## config.mk

```make
export PLATFORM = sky130hd
export DESIGN_NAME = imu_gyro_bias_calibrate_correct_core
export DESIGN_NICKNAME = d
export VERILOG_FILES = /design/src/rtl/core/imugb_pkg.sv /design/src/rtl/core/imugb_front.sv /design/src/rtl/core/imugb_queue.sv /design/src/rtl/core/imugb_div.sv /design/src/rtl/core/imugb_back.sv /design/src/rtl/core/imu_gyro_bias_calibrate_correct_core.sv
export SDC_FILE = /design/constraint.sdc
export NUM_CORES = 1
export LEC_CHECK = 0
export BUFFER_PORTS_ARGS = -buffer_cell sky130_fd_sc_hd__buf_4
export CAP_MARGIN = 20
export CORE_UTILIZATION = 60
export CTS_CLUSTER_DIAMETER = 50
export DETAILED_ROUTE_END_ITERATION = 10
export PLACE_DENSITY_LB_ADDON = 0.05
export SLEW_MARGIN = 0
export SYNTH_ARGS = -nofsm -noshare
export SYNTH_HDL_FRONTEND = slang
export SYNTH_SLANG_ARGS = --single-unit
export TNS_END_PERCENT = 50
```

## constraint.sdc

```tcl
create_clock -name clk -period 23.8 [get_ports clk]
set_clock_uncertainty 0.15 [all_clocks]
set_input_delay 4.76 -clock clk [delete_from_list [all_inputs] [get_ports clk]]
set_output_delay 4.76 -clock clk [all_outputs]
set_load 0.05 [all_outputs]
```

## src/rtl/core/imugb_pkg.sv

```systemverilog
// Shared types and constants for the gyro bias calibration and correction core.
`default_nettype none

package imugb_pkg;

  // Sample element and saturation limits
  typedef logic signed [15:0] s16_t;

  localparam s16_t SAT_MAX = 16'sh7FFF;
  localparam s16_t SAT_MIN = 16'sh8000;

  // Input mode codes as they arrive on the port
  localparam logic [1:0] MODE_CORRECT = 2'd0;
  localparam logic [1:0] MODE_CALIB   = 2'd1;
  localparam logic [1:0] MODE_INVAL   = 2'd2;

  // Reset value of the calibration length register
  localparam logic [15:0] CALIB_COUNT_RST = 16'd64;

  // Depth of the queue between the front and back ends
  localparam int QDEPTH = 2;
  localparam int QAW    = $clog2(QDEPTH);

  // Number of gyro axes handled by the back end
  localparam int NAXIS = 3;
  localparam int AXW   = $clog2(NAXIS);

  // Decoded operation carried through the queue
  typedef enum logic [1:0] {
    OP_CORRECT = 2'd0,
    OP_CALIB   = 2'd1,
    OP_INVAL   = 2'd2
  } op_t;

  // One classified beat on its way to the back end
  typedef struct packed {
    op_t                   op;
    logic                  first;   // calibration sample opens a run
    logic                  last;    // calibration sample closes a run
    logic [15:0]           count;   // divisor for the run, never zero
    s16_t [NAXIS-1:0]      accel;
    s16_t [NAXIS-1:0]      gyro;
  } item_t;

  // One result beat
  typedef struct packed {
    s16_t [NAXIS-1:0]      accel;
    s16_t [NAXIS-1:0]      gyro;
    logic                  bias_applied;
    logic                  calib_done;
  } result_t;

endpackage

`default_nettype wire

```

## src/rtl/core/imugb_front.sv

```systemverilog
// Front end: takes input beats, holds the run length register and tags each calibration sample.
`default_nettype none

module imugb_front
  import imugb_pkg::*;
(
  input  wire logic        clk,
  input  wire logic        rst,
  input  wire logic        cfg_we,
  input  wire logic [15:0] cfg_wdata,
  input  wire logic        in_valid,
  output logic             in_stall,
  input  wire logic [1:0]  mode,
  input  wire s16_t        accel_x,
  input  wire s16_t        accel_y,
  input  wire s16_t        accel_z,
  input  wire s16_t        gyro_x,
  input  wire s16_t        gyro_y,
  input  wire s16_t        gyro_z,
  output logic             q_push,
  output item_t            q_item,
  input  wire logic        q_full
);

  logic [15:0] calib_count;
  logic [15:0] calib_seen;
  logic [15:0] calib_seen_next;
  logic [15:0] seen_inc;
  logic [15:0] run_len;
  op_t         op;
  logic        is_first;
  logic        is_last;

  assign in_stall = q_full;
  assign q_push   = in_valid && !q_full;

  // Mode decode; the unused code behaves as a correction
  always_comb begin
    case (mode)
      MODE_CALIB: op = OP_CALIB;
      MODE_INVAL: op = OP_INVAL;
      default:    op = OP_CORRECT;
    endcase
  end

  // Run bookkeeping: a zero length counts as one
  assign run_len  = (calib_count == 16'd0) ? 16'd1 : calib_count;
  assign seen_inc = calib_seen + 16'd1;
  assign is_first = (calib_seen == 16'd0);
  assign is_last  = (seen_inc >= run_len);

  always_comb begin
    calib_seen_next = calib_seen;
    if (q_push && op == OP_CALIB) begin
      calib_seen_next = is_last ? 16'd0 : seen_inc;
    end
  end

  // Item assembly
  always_comb begin
    q_item.op       = op;
    q_item.first    = (op == OP_CALIB) && is_first;
    q_item.last     = (op == OP_CALIB) && is_last;
    q_item.count    = run_len;
    q_item.accel[0] = accel_x;
    q_item.accel[1] = accel_y;
    q_item.accel[2] = accel_z;
    q_item.gyro[0]  = gyro_x;
    q_item.gyro[1]  = gyro_y;
    q_item.gyro[2]  = gyro_z;
  end

  always_ff @(posedge clk) begin
    if (rst) begin
      calib_count <= CALIB_COUNT_RST;
      calib_seen  <= 16'd0;
    end else begin
      if (cfg_we) begin
        calib_count <= cfg_wdata;
      end
      calib_seen <= calib_seen_next;
    end
  end

endmodule

`default_nettype wire

```

## src/rtl/core/imugb_queue.sv

```systemverilog
// Small queue of classified beats between the front and back ends.
`default_nettype none

module imugb_queue
  import imugb_pkg::*;
(
  input  wire logic  clk,
  input  wire logic  rst,
  input  wire logic  push,
  input  wire item_t wr_item,
  output logic       full,
  input  wire logic  pop,
  output item_t      rd_item,
  output logic       empty
);

  item_t          mem [QDEPTH];
  logic [QAW-1:0] wr_ptr;
  logic [QAW-1:0] rd_ptr;
  logic [QAW:0]   fill;

  assign full    = (fill == (QAW+1)'(QDEPTH));
  assign empty   = (fill == '0);
  assign rd_item = mem[rd_ptr];

  // Storage
  always_ff @(posedge clk) begin
    if (push) begin
      mem[wr_ptr] <= wr_item;
    end
  end

  // Pointers and fill level; depth is a power of two so pointers wrap
  always_ff @(posedge clk) begin
    if (rst) begin
      wr_ptr <= '0;
      rd_ptr <= '0;
      fill   <= '0;
    end else begin
      if (push) begin
        wr_ptr <= wr_ptr + QAW'(1);
      end
      if (pop) begin
        rd_ptr <= rd_ptr + QAW'(1);
      end
      case ({push, pop})
        2'b10:   fill <= fill + (QAW+1)'(1);
        2'b01:   fill <= fill - (QAW+1)'(1);
        default: fill <= fill;
      endcase
    end
  end

endmodule

`default_nettype wire

```

## src/rtl/core/imugb_div.sv

```systemverilog
// Serial signed-by-unsigned divider, one quotient bit per cycle, result saturated to 16 bits.
`default_nettype none

module imugb_div
  import imugb_pkg::*;
(
  input  wire logic               clk,
  input  wire logic               rst,
  input  wire logic               start,
  input  wire logic signed [31:0] dividend,
  input  wire logic [15:0]        divisor,
  output logic                    done,
  output s16_t                    quot
);

  logic        busy;
  logic [4:0]  cnt;
  logic [15:0] rem;
  logic [31:0] q;
  logic [15:0] dvsr;
  logic        neg;
  logic [16:0] sh;
  logic [16:0] diff;
  logic [31:0] q_neg;

  // One restoring step
  assign sh   = {rem, q[31]};
  assign diff = sh - {1'b0, dvsr};

  // Sign fix-up and saturation of the magnitude quotient
  assign q_neg = 32'd0 - q;
  always_comb begin
    if (!neg) begin
      quot = (q > 32'd32767) ? SAT_MAX : q[15:0];
    end else begin
      quot = (q > 32'd32768) ? SAT_MIN : q_neg[15:0];
    end
  end

  // Datapath
  always_ff @(posedge clk) begin
    if (start) begin
      q    <= dividend[31] ? (32'd0 - dividend) : dividend;
      neg  <= dividend[31];
      rem  <= 16'd0;
      dvsr <= divisor;
    end else if (busy) begin
      if (!diff[16]) begin
        rem <= diff[15:0];
        q   <= {q[30:0], 1'b1};
      end else begin
        rem <= sh[15:0];
        q   <= {q[30:0], 1'b0};
      end
    end
  end

  // Control
  always_ff @(posedge clk) begin
    if (rst) begin
      busy <= 1'b0;
      cnt  <= 5'd0;
      done <= 1'b0;
    end else begin
      done <= 1'b0;
      if (start) begin
        busy <= 1'b1;
        cnt  <= 5'd0;
      end else if (busy) begin
        cnt <= cnt + 5'd1;
        if (cnt == 5'd31) begin
          busy <= 1'b0;
          done <= 1'b1;
        end
      end
    end
  end

endmodule

`default_nettype wire

```

## src/rtl/core/imugb_back.sv

```systemverilog
// Back end: accumulates calibration sums, runs the bias divisions and corrects samples.
`default_nettype none

module imugb_back
  import imugb_pkg::*;
(
  input  wire logic  clk,
  input  wire logic  rst,
  input  wire logic  q_empty,
  input  wire item_t q_item,
  output logic       q_pop,
  output logic       out_valid,
  input  wire logic  out_stall,
  output result_t    res
);

  typedef enum logic [3:0] {
    ST_IDLE   = 4'b0001,
    ST_DSTART = 4'b0010,
    ST_DWAIT  = 4'b0100,
    ST_FLUSH  = 4'b1000
  } state_t;

  state_t             state;
  state_t             state_next;
  logic signed [31:0] gyro_sum  [NAXIS];
  logic signed [31:0] sum_next  [NAXIS];
  s16_t               axis_bias [NAXIS];
  logic               bias_ok;
  logic [AXW-1:0]     axis;
  item_t              cur;
  logic               out_free;
  logic               load;
  result_t            res_next;
  logic               div_start;
  logic               div_done;
  s16_t               div_q;
  s16_t               corr [NAXIS];
  logic signed [16:0] delta [NAXIS];

  assign out_free = !out_valid || !out_stall;

  // Running sums with the head sample added; a run's first sample restarts them
  always_comb begin
    for (int i = 0; i < NAXIS; i++) begin
      sum_next[i] = (q_item.first ? 32'sd0 : gyro_sum[i])
                  + {{16{q_item.gyro[i][15]}}, q_item.gyro[i]};
    end
  end

  // Bias subtraction with 16-bit saturation
  always_comb begin
    for (int i = 0; i < NAXIS; i++) begin
      delta[i] = {q_item.gyro[i][15], q_item.gyro[i]} - {axis_bias[i][15], axis_bias[i]};
      if (delta[i][16] != delta[i][15]) begin
        corr[i] = delta[i][16] ? SAT_MIN : SAT_MAX;
      end else begin
        corr[i] = delta[i][15:0];
      end
    end
  end

  // Sequencer and result selection
  always_comb begin
    state_next = state;
    q_pop      = 1'b0;
    load       = 1'b0;
    div_start  = 1'b0;
    res_next.accel        = q_item.accel;
    res_next.gyro         = q_item.gyro;
    res_next.bias_applied = 1'b0;
    res_next.calib_done   = 1'b0;
    case (state)
      ST_IDLE: begin
        if (!q_empty && out_free) begin
          q_pop = 1'b1;
          case (q_item.op)
            OP_CALIB: begin
              if (q_item.last) begin
                state_next = ST_DSTART;
              end else begin
                load = 1'b1;
              end
            end
            OP_INVAL: begin
              load = 1'b1;
            end
            default: begin
              load = 1'b1;
              if (bias_ok) begin
                for (int i = 0; i < NAXIS; i++) begin
                  res_next.gyro[i] = corr[i];
                end
                res_next.bias_applied = 1'b1;
              end
            end
          endcase
        end
      end
      ST_DSTART: begin
        div_start  = 1'b1;
        state_next = ST_DWAIT;
      end
      ST_DWAIT: begin
        if (div_done) begin
          state_next = (axis == AXW'(NAXIS - 1)) ? ST_FLUSH : ST_DSTART;
        end
      end
      ST_FLUSH: begin
        res_next.accel      = cur.accel;
        res_next.gyro       = cur.gyro;
        res_next.calib_done = 1'b1;
        if (out_free) begin
          load       = 1'b1;
          state_next = ST_IDLE;
        end
      end
      default: begin
        state_next = ST_IDLE;
      end
    endcase
  end

  // Shared divider for the three axes
  imugb_div u_div (
    .clk      (clk),
    .rst      (rst),
    .start    (div_start),
    .dividend (gyro_sum[axis]),
    .divisor  (cur.count),
    .done     (div_done),
    .quot     (div_q)
  );

  // Control state
  always_ff @(posedge clk) begin
    if (rst) begin
      state     <= ST_IDLE;
      out_valid <= 1'b0;
      bias_ok   <= 1'b0;
      axis      <= '0;
    end else begin
      state <= state_next;
      if (load) begin
        out_valid <= 1'b1;
      end else if (!out_stall) begin
        out_valid <= 1'b0;
      end
      if (q_pop && q_item.op == OP_INVAL) begin
        bias_ok <= 1'b0;
      end else if (q_pop && q_item.op == OP_CALIB && q_item.first) begin
        bias_ok <= 1'b0;
      end else if (state == ST_DWAIT && div_done && axis == AXW'(NAXIS - 1)) begin
        bias_ok <= 1'b1;
      end
      if (q_pop && q_item.op == OP_CALIB && q_item.last) begin
        axis <= '0;
      end else if (state == ST_DWAIT && div_done) begin
        axis <= axis + AXW'(1);
      end
    end
  end

  // Sums, biases, held item and result register
  always_ff @(posedge clk) begin
    if (q_pop && q_item.op == OP_CALIB) begin
      for (int i = 0; i < NAXIS; i++) begin
        gyro_sum[i] <= sum_next[i];
      end
      cur <= q_item;
    end
    if (rst) begin
      for (int i = 0; i < NAXIS; i++) begin
        axis_bias[i] <= 16'sd0;
      end
    end else if (state == ST_DWAIT && div_done) begin
      axis_bias[axis] <= div_q;
    end
    if (load) begin
      res <= res_next;
    end
  end

endmodule

`default_nettype wire

```

## src/rtl/core/imu_gyro_bias_calibrate_correct_core.sv

```systemverilog
// Top level of the gyro zero-rate bias calibration and correction core.
// Correction, invalidate and ordinary calibration beats pass from input beat to result through
// the queue and the result register; the beat that ends a calibration run waits for the
// shared 32-step serial divider, once for each axis. Throughput: one beat per cycle
// outside that while out_stall is low; the two-entry queue takes up to two more meanwhile.
// Reset (rst, synchronous): run length 64, no run in progress, bias zero and not valid.
`default_nettype none

module imu_gyro_bias_calibrate_correct_core
  import imugb_pkg::*;
(
  input  wire logic        clk,
  input  wire logic        rst,
  input  wire logic        cfg_we,
  input  wire logic [15:0] cfg_wdata,
  input  wire logic        in_valid,
  output logic             in_stall,
  input  wire logic [1:0]  mode,
  input  wire s16_t        accel_x,
  input  wire s16_t        accel_y,
  input  wire s16_t        accel_z,
  input  wire s16_t        gyro_x,
  input  wire s16_t        gyro_y,
  input  wire s16_t        gyro_z,
  output logic             out_valid,
  input  wire logic        out_stall,
  output s16_t             out_accel_x,
  output s16_t             out_accel_y,
  output s16_t             out_accel_z,
  output s16_t             out_gyro_x,
  output s16_t             out_gyro_y,
  output s16_t             out_gyro_z,
  output logic             bias_applied,
  output logic             calib_done
);

  logic    q_push;
  logic    q_full;
  logic    q_pop;
  logic    q_empty;
  item_t   wr_item;
  item_t   rd_item;
  result_t res;

  imugb_front u_front (
    .clk       (clk),
    .rst       (rst),
    .cfg_we    (cfg_we),
    .cfg_wdata (cfg_wdata),
    .in_valid  (in_valid),
    .in_stall  (in_stall),
    .mode      (mode),
    .accel_x   (accel_x),
    .accel_y   (accel_y),
    .accel_z   (accel_z),
    .gyro_x    (gyro_x),
    .gyro_y    (gyro_y),
    .gyro_z    (gyro_z),
    .q_push    (q_push),
    .q_item    (wr_item),
    .q_full    (q_full)
  );

  imugb_queue u_queue (
    .clk     (clk),
    .rst     (rst),
    .push    (q_push),
    .wr_item (wr_item),
    .full    (q_full),
    .pop     (q_pop),
    .rd_item (rd_item),
    .empty   (q_empty)
  );

  imugb_back u_back (
    .clk       (clk),
    .rst       (rst),
    .q_empty   (q_empty),
    .q_item    (rd_item),
    .q_pop     (q_pop),
    .out_valid (out_valid),
    .out_stall (out_stall),
    .res       (res)
  );

  // Result beat onto the ports
  assign out_accel_x  = res.accel[0];
  assign out_accel_y  = res.accel[1];
  assign out_accel_z  = res.accel[2];
  assign out_gyro_x   = res.gyro[0];
  assign out_gyro_y   = res.gyro[1];
  assign out_gyro_z   = res.gyro[2];
  assign bias_applied = res.bias_applied;
  assign calib_done   = res.calib_done;

endmodule

`default_nettype wire
```

==> impl_results.md <==
* Status: completed
* Max VDD drop at 0.0773 mV
* Critical path arrival at 6.91 ns
* Final min period at 6.80 ns
* Post-DP HPWL at 64700 um
* F_max at 0.147 GHz
* Final hold vios at 0
* Hold Buf Count CTS at 0
* Via density at 6.07
* Routed via count at 25.5k
* Post-synth EDFFs at 635
* Setup TNS at 0 ns
* Initial core utilization at 60.7%
* GP Congestion at 0.903
* Clock-pin slew on the worst setup and hold paths at 0.06 ns
* Nets at 3670
* Fillers at 4441
* DRC viols at 0
* Pleak at 16.2 nW
* Register area share after synthesis at 55.9%
* Top cell type by total area after synthesis: edfxtp_1
* GRT overflow at 0
* H-tree depth at 3
* GRT Util Overall at 28.8%
* Final worst path period share at 28.6%
* Tightest Hold Check Type: reg -> reg
* Comb pwr share at 38.9%
* Async set-reset flop share out of synthesis at 0%
* Area contributors post-synth: edfxtp_1 (52%), ha_1 (6.3%), mux2_2 (3.8%)
* P_sw at 0.00190 W
* RSZ-0062 raised after global routing: no
* Final setup fails at 0
* Layout cell share with drive strength beyond 1 at 16.2%
* CP endpoint kind: flop
* Root buffer cell: clkbuf_16
* Row cnt at 90
* Core Region at 0.0604 mm2
* Skew-Pair Late Insertion Delay at 0.65 ns
* Dominant synthesized flop cell: edfxtp_1
* Post-Syn Nets at 3466
* Worst-margin pin slew at 1.24 ns
* Crit-path max FO at 56
* Ant. Diodes at 0
* WS Path Type: in -> reg
* CTS max path bufs at 3
* Synthesized instance count at 3155
* Power Density at 122 mW/mm2
* Register share of total power at 35.6%
* Largest net degree at the start of global routing at 168
* Area grow syn2layout at 14.2%
* Initial antenna violation count at 0
* TritonCTS Sinks at 705
* Relative max-transition margin at 17.2%
* DR iter-0 viols at 1918
* # port buffers at 218
* Global-route wire length before repair at 140000 um
* YS warnings at 0
* CTS tree: built
* Worst endpoint required time at 23.91 ns
* Die area at 0.0620 mm2
* DR pass1 iterations at 6
* P_int at 0.00320 W
* Setup Fix Bufs, Post-CTS at 0
* CP Launch Type: primary input
* Top-area cell type share of the netlist area at 52.1%
* Clock network power share at 25.5%
* Mean Syn Cell Area at 11.6 um2
* DP Cell Count at 4056
* CTS resizes at 0
* Switching part of the total at 37.2%
* Routed WL at 90900 um
* FF+latch count, synth at 705
* Die height at 249 um
* Vias in the first global route at 24.8k
* Die width at 249 um
* Number of buffers created by CTS at 83
* Yosys cell types at 92
* Final hold slack at 0.267 ns
* Post-Syn Area at 0.0366 mm2
* Maximum Capacitance Violations at 0
* DR WL/cell at 21.6 um
* Final Max Slew Viols at 0
* Io pins at 219
* Cell Count, Final, Fillers Out at 4204
* DRT antenna net count at 0
-- layout by cell type (no fill, tap or decap), types with 38 or more instances in the layout --
cell,netlist,routed
clkbuf_16,0,83
xor2_1,60,60
buf_4,3,241
nand3_1,54,54
and2_1,103,103
o21ai_0,141,140
nor3_1,38,38
a21oi_1,168,168
nor2b_1,42,42
xnor2_1,124,124
mux2i_1,63,62
nand2_1,177,176
a21o_1,75,75
edfxtp_1,635,635
ha_1,185,185
dfxtp_1,70,68
inv_1,149,148
nor2_1,358,356
mux2_2,125,125
-- flip-flops by register name, summed over array words and instances (netlist names), 32 cells and up, named ones only --
register	flops
u_queue.mem	232
u_back.cur	112
u_back.res	98
u_back.gyro_sum	96
u_back.axis_bias	48
u_back.u_div.q	32
-- final cells by class --
| class | count | area [um2] | share of cell area [%] |
|---|---|---|---|
| clock buffer | 96 | 2160 | 5.15 |
| clock inverter | 52 | 683 | 1.63 |
| inverter | 149 | 561 | 1.34 |
| multi-input combinational | 2178 | 15200 | 36.2 |
| sequential | 705 | 20500 | 48.9 |
| tap | 782 | 978 | 2.34 |
| timing repair buffer | 242 | 1830 | 4.37 |
-- cells by family after synthesis --
kind of cell | Yosys count | share of synthesized area, %
AO/OA/AOI/OAI | 687 | 12.1
multiplexers | 199 | 6.06
flip-flops | 705 | 55.9
adder cells (fa/ha/maj) | 192 | 6.70
XOR/XNOR | 184 | 4.40
AND/OR/NAND/NOR | 916 | 11.9
buffers and inverters | 272 | 2.88
-- through the flow --
stage / utilization (%) / power (W) / area [um2] / setup slack [ns]
floorplan: - / 0.00326 / 36600 / 13.21
global placement: 64.6 / 0.00373 / 39000 / 16.40
detailed placement: 64.6 / 0.00379 / 39000 / 16.34
CTS: 69.3 / 0.00510 / 41800 / 17.01
global route: 69.3 / 0.00533 / 41800 / 16.76
finish: 69.3 / 0.00509 / 41800 / 17.00
-- power by group through the flow --
stage	clock [W]	combinational [W]	sequential, W
6_report	0.00130	0.00198	0.00181
5_1_grt	0.00136	0.00214	0.00183
4_1_cts	0.00132	0.00197	0.00181
3_5_place_dp	0	0.00195	0.00183
3_3_place_gp	0	0.00191	0.00183
2_1_floorplan	0	0.00118	0.00209
-- worst max-delay path: stages --
cell	delay, ns
buf_4	0.11
nand2_1	0.19
nor2_4	0.29
buf_4	0.68
buf_4	0.73
-- cell usage after synthesis (70+ instances only) --
library cell	number
clkbuf_1	104
edfxtp_1	635
nor2_1	358
o21ai_0	141
mux2_2	125
a21oi_1	168
ha_1	185
inv_1	149
dfxtp_1	70
a21o_1	75
xnor2_1	124
and2_1	103
nand2_1	177
-- metal layers --
layer  routed length [um]  track usage, %  share of wire [%]  vias up
li1                     -               -                  -    12000
met2                43900            47.8                 48      812
met3                 5360            4.04                5.9      143
met1                39000            39.1                 43    12500
met4                 2650            10.1                2.9        0
met5                    0               0                  0        -
-- path summary, 6_finish.rpt --
kind	start	to	slack, ns	depth (start not counted)
max	in_valid	u_queue.mem[0][32]	17.00	5
min reg2reg	u_back.cur[106]	u_back.u_div.dvsr[10]	0.27	0
max reg2reg	flop	u_back.gyro_sum[1][29]	18.40	14
min	u_back.cur[106]	u_back.u_div.dvsr[10]	0.27	0
No activity file was read; power rests on OpenSTA's default activity.
